### src/rtl/core/hds_pkg.sv
// ----------------------------------------------------------------------------
// hds_pkg
// Shared types, constants and helpers for the 3D diffusion stencil.
// ----------------------------------------------------------------------------
package hds_pkg;

  localparam int unsigned MAX_I   = 256;
  localparam int unsigned MAX_J   = 256;
  localparam int unsigned MAX_K   = 1024;
  // cell history depth, holds two full planes at the largest extents
  localparam int unsigned HIST_AW = 17;
  localparam int unsigned Q_DEPTH = 8;
  localparam int unsigned Q_AW    = 3;

  // configuration register indexes
  typedef enum logic [2:0] {
    REG_COEF_X = 3'd0,
    REG_COEF_Y = 3'd1,
    REG_COEF_Z = 3'd2,
    REG_SIZE_I = 3'd3,
    REG_SIZE_J = 3'd4,
    REG_SIZE_K = 3'd5
  } reg_idx_t;

  // face flag positions, in emission order
  localparam int unsigned F_I0 = 0;
  localparam int unsigned F_I1 = 1;
  localparam int unsigned F_J0 = 2;
  localparam int unsigned F_J1 = 3;
  localparam int unsigned F_K0 = 4;
  localparam int unsigned F_K1 = 5;

  // stencil taps of one centre, captured at accept
  typedef struct packed {
    logic              vld;
    logic signed [31:0] c;
    logic signed [31:0] w;
    logic signed [31:0] e;
    logic signed [31:0] s;
    logic signed [31:0] n;
    logic signed [31:0] d;
    logic signed [31:0] u;
    logic [7:0]        ci;
    logic [7:0]        cj;
    logic [9:0]        ck;
    logic [5:0]        flags;
  } tap_t;

  // finished centre, queued for the back end
  typedef struct packed {
    logic              vld;
    logic signed [31:0] value;
    logic [7:0]        ci;
    logic [7:0]        cj;
    logic [9:0]        ck;
    logic [5:0]        flags;
  } res_t;

  function automatic logic [8:0] eff_ij(input logic [8:0] r, input logic [8:0] mx);
    logic [8:0] v;
    if (r < 9'd3) v = 9'd3;
    else if (r > mx) v = mx;
    else v = r;
    return v;
  endfunction

  function automatic logic [10:0] eff_k(input logic [10:0] r);
    logic [10:0] v;
    if (r < 11'd3) v = 11'd3;
    else if (r > 11'(MAX_K)) v = 11'(MAX_K);
    else v = r;
    return v;
  endfunction

endpackage

### src/rtl/core/hds_back.sv
// ----------------------------------------------------------------------------
// hds_back
// Result queue and expander into centre and mirror-face transactions.
// ----------------------------------------------------------------------------
module hds_back import hds_pkg::*; (
  input  logic          clk,
  input  logic          rst_n,
  input  res_t          res,
  input  logic [8:0]    si,
  input  logic [8:0]    sj,
  input  logic [10:0]   sk,
  output logic [Q_AW:0] q_count,
  output logic          out_valid,
  input  logic          out_ready,
  output logic [63:0]   out_data,
  output logic          out_last
);

  res_t            q_mem [Q_DEPTH];
  logic [Q_AW-1:0] wr_r, rd_r;
  logic [Q_AW:0]   cnt_r;
  logic [1:0]      n_r;
  logic [5:0]      mask_r;
  logic            ov_r, ol_r;
  logic [7:0]      oi_r, oj_r;
  logic [9:0]      ok_r;
  logic [31:0]     oval_r;
  res_t            head;
  logic [5:0]      cur, low, rest;
  logic            load, last, pop;
  logic [7:0]      ei, ej;
  logic [9:0]      ek;

  assign head = q_mem[rd_r];
  assign cur  = (n_r == 2'd0) ? head.flags : mask_r;
  assign load = (cnt_r != '0) && (!ov_r || out_ready);
  assign pop  = load && last;

  // pick lowest pending face and its coordinates
  always_comb begin
    low = '0;
    for (int f = 5; f >= 0; f--) begin
      if (cur[f]) low = 6'(1 << f);
    end
    rest = cur & ~low;
    last = ((n_r == 2'd0) ? (cur == '0) : (rest == '0)) || (n_r == 2'd3);
    ei = head.ci;
    ej = head.cj;
    ek = head.ck;
    if (n_r != 2'd0) begin
      if (low[F_I0]) ei = '0;
      if (low[F_I1]) ei = 8'(si - 9'd1);
      if (low[F_J0]) ej = '0;
      if (low[F_J1]) ej = 8'(sj - 9'd1);
      if (low[F_K0]) ek = '0;
      if (low[F_K1]) ek = 10'(sk - 11'd1);
    end
  end

  always_ff @(posedge clk) begin
    if (res.vld) q_mem[wr_r] <= res;
  end

  always_ff @(posedge clk) begin
    if (!rst_n) begin
      wr_r  <= '0;
      rd_r  <= '0;
      cnt_r <= '0;
      n_r   <= '0;
      ov_r  <= 1'b0;
    end else begin
      if (res.vld) wr_r <= wr_r + 1'b1;
      if (pop) rd_r <= rd_r + 1'b1;
      cnt_r <= cnt_r + (Q_AW+1)'(res.vld) - (Q_AW+1)'(pop);
      if (load) begin
        ov_r <= 1'b1;
        n_r  <= last ? 2'd0 : n_r + 2'd1;
      end else if (out_ready) begin
        ov_r <= 1'b0;
      end
    end
  end

  // output register payload
  always_ff @(posedge clk) begin
    if (load) begin
      mask_r <= (n_r == 2'd0) ? cur : rest;
      oi_r   <= ei;
      oj_r   <= ej;
      ok_r   <= ek;
      oval_r <= head.value;
      ol_r   <= last;
    end
  end

  assign q_count   = cnt_r;
  assign out_valid = ov_r;
  assign out_data  = {6'd0, oval_r, ok_r, oj_r, oi_r};
  assign out_last  = ol_r;

endmodule

### config.mk
export PLATFORM = sky130hd
export DESIGN_NAME = hds_back
export DESIGN_NICKNAME = d
export VERILOG_FILES = /design/src/rtl/core/hds_pkg.sv /design/src/rtl/core/hds_back.sv
export SDC_FILE = /design/constraint.sdc
export NUM_CORES = 1
export LEC_CHECK = 0
export ABC_AREA = 0
export BUFFER_PORTS_ARGS = -buffer_cell sky130_fd_sc_hd__buf_4
export CAP_MARGIN = 30
export CORE_UTILIZATION = 55
export CTS_CLUSTER_DIAMETER = 150
export DETAILED_ROUTE_END_ITERATION = 10
export PLACE_DENSITY = 0.78
export SYNTH_ARGS = -nofsm -noshare
export SYNTH_HDL_FRONTEND = slang
export SYNTH_SLANG_ARGS = --single-unit
### constraint.sdc
create_clock -name clk -period 6.9 [get_ports clk]
set_clock_uncertainty 0.2 [all_clocks]
set_input_delay 1.035 -clock clk [delete_from_list [all_inputs] [get_ports clk]]
set_output_delay 1.035 -clock clk [all_outputs]
set_load 0.01 [all_outputs]
==> results.cfg, run 1 <==
[status]
outcome = complete, no violations

[clock_tree]
htree_num_levels = 2
cts_tree = done
cts_setup_buffers = 0
cts_hold_buffers = 0
cts-root-buf = clkbuf_16
clock_latency_ns = 0.61
clock-sinks = 593
ctsLongestPathBuffers = 3
clk_transition_reported_paths_ns = 0.06
cts_resized = 0
cts-buffers-inserted = 56

[yosys]
synth-simple-area-share_pct = 2.143
yosysWarnings = 0
synthAdderAreaFrac_pct = 0.6943
netlist.area_leader.share_pct = 76.30
ys_seq_elements = 593
synth_top_family_by_area = multiplexers
ys.flop_type = edfxtp_1
synth_cells = 1047
ys_top_cells_by_area = edfxtp_1 76%, mux4_2 12%, mux2i_1 2.0%, mux2_2 1.6%, dfxtp_1 1.4%
synth_cell_types = 43
synth-compound-area-share_pct = 1.802
synth_area_per_cell_sq_um = 21.69
yosys-top-cells-count = 577 x edfxtp_1, 120 x mux4_2, 46 x mux2i_1
synth_edf_count = 577
synth_top_area_cell = edfxtp_1
synth_most_common_cell = edfxtp_1
postSynth.asyncResetShare_pct = 0
yosysSeqAreaShare_pct = 77.71
synthMuxAreaShare_pct = 15.52
syn_area_sq_um = 22710
synth_xor_area_share_pct = 0.9257

[finish]
fin_util_pct = 65.32
nNetsFinal = 1358
drive_gt1_share_pct = 33.54
multiInputGateArea_sq_um = 4865
area.sequential_sq_um = 17660
layoutNonFillerInstCount = 1833
fin_area_sq_um = 26610
area_delta_synth_final_pct = 17.19
fillCellCount = 2631

[placement]
dpl.hpwl_mm = 24.67
dp_slack_ns = 2.545
place_area_sq_um = 24720
dp_cells = 1721
port_buffers = 157
globalplace.congestion = 0.8034

[worst_setup_path]
start_kind = register
endpoint_kind = register
path_class = register to register
worst_ep_required_time_ns = 7.18
crit_fanout = 42
worst_ep_arrival_time_ns = 4.57

[floorplanning]
dieWidth_microns = 205.2
fp.coreArea_sq_um = 40740
die_h_microns = 205.2
row_count = 74
io_pins = 167
initial_core_util_pct = 55.74
die_area_sq_um = 42100

[global_route]
antenna_found_initial = 7
grt_pass1_wl_mm = 65.43
grt_pass1_vias = 11090
grt_usage_pct = 21.54
overflow = 0
grt_max_degree = 59

[route]
first_pass_iters = 7
drt_iter0_drc = 830
routed_wl_mm = 44.40
num_vias = 10724
wl_per_cell_microns = 24.22
drtAntennaViolNets = 0
drc = 0
via_per_inst = 5.851

[hold_path]
hp-class = register to register

[power_and_ir_drop]
total_power_mw = 9.289
powerDensity_nw_per_um2 = 349.1
vdd_drop_max_uv = 282.9
p_leak_nw = 8.554

[sta]
timing.final.max_slew_violations = 0
finalHoldViolCount = 0
worstMarginPinSlew_ns = 0.8933
period_minus_slack_ns = 4.290
fmax_mhz = 233.1
finalWorstSetupSlack_ns = 2.610
hold_ws_ns = 0.2906
setup_tns_ns = 0
rsz0062_at_grt = false
slew_headroom_pct = 40.44
fin_crit_sh_pct = 62.18
finalSetupViolCount = 0

[job]
max_cap_viol_count = 0
==> layout make-up <==
cell class                      count  share of cell area, %
Antenna cell                        4                0.03762
Clock buffer                       76                  5.774
Tap cell                          532                  2.501
Clock inverter                     30                  1.161
Sequential cell                   593                  66.36
Timing Repair Buffer              183                  5.656
Inverter                           16                 0.2304
Multi-Input combinational cell    399                  18.28
==> layout by cell type (no fill, tap or decap), types with 3 or more instances in the layout <==
master,n
mux4_2,120
nor2_1,18
and2_1,4
dfxtp_1,13
inv_1,15
nor3_1,8
buf_12,7
clkbuf_8,6
o22ai_1,26
buf_4,173
clkinv_1,9
clkbuf_16,56
nand2b_1,6
nor2b_1,6
clkbuf_1,14
nor4_1,3
bufinv_16,4
a21oi_1,9
conb_1,6
nor4b_1,3
edfxtp_1,577
nand2_1,30
a22oi_1,5
diode_2,4
nand3_1,6
clkinv_2,13
xor2_1,11
xnor2_1,13
o21ai_0,7
mux2i_1,46
dfxtp_4,3
or3_1,3
mux2_2,32
ha_1,11
nor2_4,6
==> where the power goes <==
group	internal [mW]	total (mW)	switching, mW
sequential	4.38	4.51	0.136
clock	1.72	3.01	1.29
combinational	0.841	1.77	0.925
==> worst paths after layout <==
path,startpoint,endpoint,slack [ns],depth (start not counted)
max,register,q_count[2],2.61,14
min,n_r[1],n_r[1],0.29,2
max reg2reg,register,q_count[2],2.61,14
min reg2reg,n_r[1],n_r[1],0.29,2
==> state kept, by name (all words and copies together) (netlist names), named ones only <==
name,cells
n_r,2
oi_r,8
q_count,4
ok_r,10
q_mem,512
out_last,1
rd_r,3
mask_r,6
oval_r,32
oj_r,8
wr_r,3
out_valid,1
==> routing by layer <==
metal,share of wire (%),up-vias,track usage [%]
li1,-,4738,-
met3,6.7,68,5.068
met1,40,5534,28.08
met5,0.083,-,0
met4,2.3,6,6.587
met2,51,378,36.18
==> cells by family (layout without fill, tap and decap cells) <==
| group | after synthesis | in the layout |
|---|---|---|
| AOI/OAI and AO/OA | 59 | 59 |
| DFF | 593 | 593 |
| muxes | 198 | 198 |
| xor gates and xnor gates | 24 | 24 |
| buffers and inverters | 60 | 305 |
| and+or+nand+nor | 100 | 100 |
| other | 1 | 10 |
| adders and majority gates | 12 | 12 |
==> critical path, cell delays in order (launching register included) <==
cell	delay, ns
dfxtp_4	0.54
buf_4	0.69
mux2i_1	0.18
a22oi_1	0.37
a31oi_4	0.16
o21ai_0	0.27
a211oi_2	0.11
a2111oi_2	0.28
buf_4	0.22
or3_1	0.17
nand2_1	0.07
ha_1	0.21
fa_1	0.42
xnor2_1	0.19
nor2_1	0.05
(Power assumes the default switching activity.)
==> inputs of run 2 (changes only) <==
==> constraint.sdc (replaced) <==
create_clock -name clk -period 4.1 [get_ports clk]
set_clock_uncertainty 0.2 [all_clocks]
set_input_delay 0.615 -clock clk [delete_from_list [all_inputs] [get_ports clk]]
set_output_delay 0.615 -clock clk [all_outputs]
set_load 0.01 [all_outputs]
==> run 2 against run 1 <==
Register-to-register slack lost 2.3 ns. Die area stayed put. Clock-buffer cell count is 3 lower. Sequential share of layout area rose by 0.22 points. Cell count fell by 0.16%. Combinational power up 69%. Non-clock buffer count increased by 4. Via count up 1.7%.
==> results.cfg, run 2 (synthesized netlist as in run 1, its figures left out) <==
[finish]
area_delta_synth_final_pct = 16.81
final_common_cell = edfxtp_1
largest_reg_flops = 512
most-common-layout-cells = 577 x edfxtp_1, 182 x buf_4, 120 x mux4_2
fin_util_pct = 65.11
area.sequential_sq_um = 17660
antennaDiodeCount = 0
top_register = q_mem
fillCellCount = 2623
multiInputGateArea_sq_um = 4890
fin_area_sq_um = 26520
layoutNonFillerInstCount = 1830
top_regs = q_mem x512, oval_r x32, ok_r x10
drive_gt1_share_pct = 33.59
nNetsFinal = 1363

[clock_tree]
clock-sinks = 593
ctsLongestPathBuffers = 3
cts_tree = done
htree_num_levels = 2
clk_transition_reported_paths_ns = 0.06
cts-root-buf = clkbuf_16
clock_latency_ns = 0.61
cts-buffers-inserted = 57
cts_hold_buffers = 0

[sta]
fmax_mhz = 264.7
timing.final.max_slew_violations = 0
fin_crit_sh_pct = 92.13
worstMarginPinSlew_ns = 0.9133
finalSetupViolCount = 0
setup_tns_ns = 0
period_minus_slack_ns = 3.777
finalHoldViolCount = 0
slew_headroom_pct = 39.11
rsz0062_at_grt = false

[global_route]
overflow = 0
grt_pass1_wl_mm = 67.80
grt_pass1_vias = 11146
grt_max_degree = 56
grt_usage_pct = 22.09
antenna_found_initial = 2

[route]
routed_wl_mm = 45.21
via_per_inst = 5.961
drc = 0
drtAntennaViolNets = 0
first_pass_iters = 7
num_vias = 10908
drt_iter0_drc = 888
wl_per_cell_microns = 24.70

[status]
outcome = complete, no violations

[hold_path]
hold-path-endpoint = q_mem[7][13]
hold_depth = 1
hp-class = input port to register
hp-start = res[13]

[power_and_ir_drop]
power_frac_seq_pct = 48.7
p_int_mw = 11.66
powerDensity_nw_per_um2 = 588.8
power_switching_mw = 3.953
clkPwrFrac_pct = 32.1
switching_share_pct = 25.31
p_leak_nw = 8.521
vdd_drop_max_uv = 402.5
combPwrFrac_pct = 19.2

[worst_setup_path]
crit_fanout = 13
endpoint_kind = register
start_kind = register
worst_ep_arrival_time_ns = 4.06
r2r_slack_ns = 0.32
path_class = register to register
r2r_cells = 11
worst_ep_required_time_ns = 4.38
timing.rr.end = q_count[1]

[floorplanning]
dieWidth_microns = 205.2
row_count = 74
die_h_microns = 205.2
io_pins = 167
initial_core_util_pct = 55.74
die_area_sq_um = 42100
fp.coreArea_sq_um = 40740

[job]
max_cap_viol_count = 0

[placement]
port_buffers = 157
place_area_sq_um = 24710
dp_cells = 1726
globalplace.congestion = 0.8196
dpl.hpwl_mm = 25.77
run 2: cell count changes in the layout (fill, tap and decap cells not counted), moves of 3 or more:
cell | previous run | this run
buf_4 | 173 | 182
buf_12 | 7 | 4
clkbuf_8 | 6 | 2
diode_2 | 4 | 0
run 2: worst max-delay path by stage:
stage	end
after floorplan	q_mem[1][0]
after global placement	q_count[3]
after detailed placement	q_count[1]
after CTS	q_count[2]
after global routing	q_count[1]
final	q_count[1]
run 2: power groups by stage:
| stage | logic [mW] | clock network (mW) | registers (mW) |
|---|---|---|---|
| floorplan | 1.71 | 0 | 7.83 |
| global placement | 2.93 | 0 | 7.74 |
| detailed placement | 2.99 | 0 | 7.74 |
| CTS | 3.01 | 5.11 | 7.63 |
| global route | 3.27 | 5.33 | 7.64 |
| finish | 2.99 | 5.02 | 7.61 |
run 2: layout make-up:
cell class / instances / area share [%]
clock buffers: 73 / 5.760
clock inverters: 30 / 0.9953
inverters: 16 / 0.2311
multi-input cells: 399 / 18.43
flip-flops and latches: 593 / 66.57
well taps: 532 / 2.510
repair buffers: 187 / 5.496
run 2: per-stage QoR:
step	hold slack (ns)	power, mW	setup WS, ns
global route	0.01559	16.24	0.08382
detailed placement	0.2777	10.73	0.2780
finish	0.03158	15.62	0.3227
floorplan	0.2486	9.541	-0.007271
global placement	0.2566	10.67	0.3446
CTS	0.009159	15.75	0.2446
run 2: timing repair:
action                                  in CTS  in global routing
resized for setup                            0                  1
endpoints found under the setup margin       0                  2
setup buffers                                0                  1
run 2: worst max-delay path, stage by stage (launching register included):
cell       delay (ns)
dfxtp_4          0.49
mux4_2           0.52
or2_1            0.25
a31oi_1          0.29
nand3_1          0.20
nor3_1           0.37
a2111oi_4        0.10
or3_1            0.39
nand2_1          0.10
ha_1             0.19
fa_1             0.41
and2_1           0.16
run 2: metal layers:
metal	GRT usage, %	vias up	share of wire (%)
met5	0	-	0.064
met4	5.344	4	1.6
met3	4.799	64	6.5
met2	35.91	390	50
met1	30.88	5703	42
li1	-	4747	-
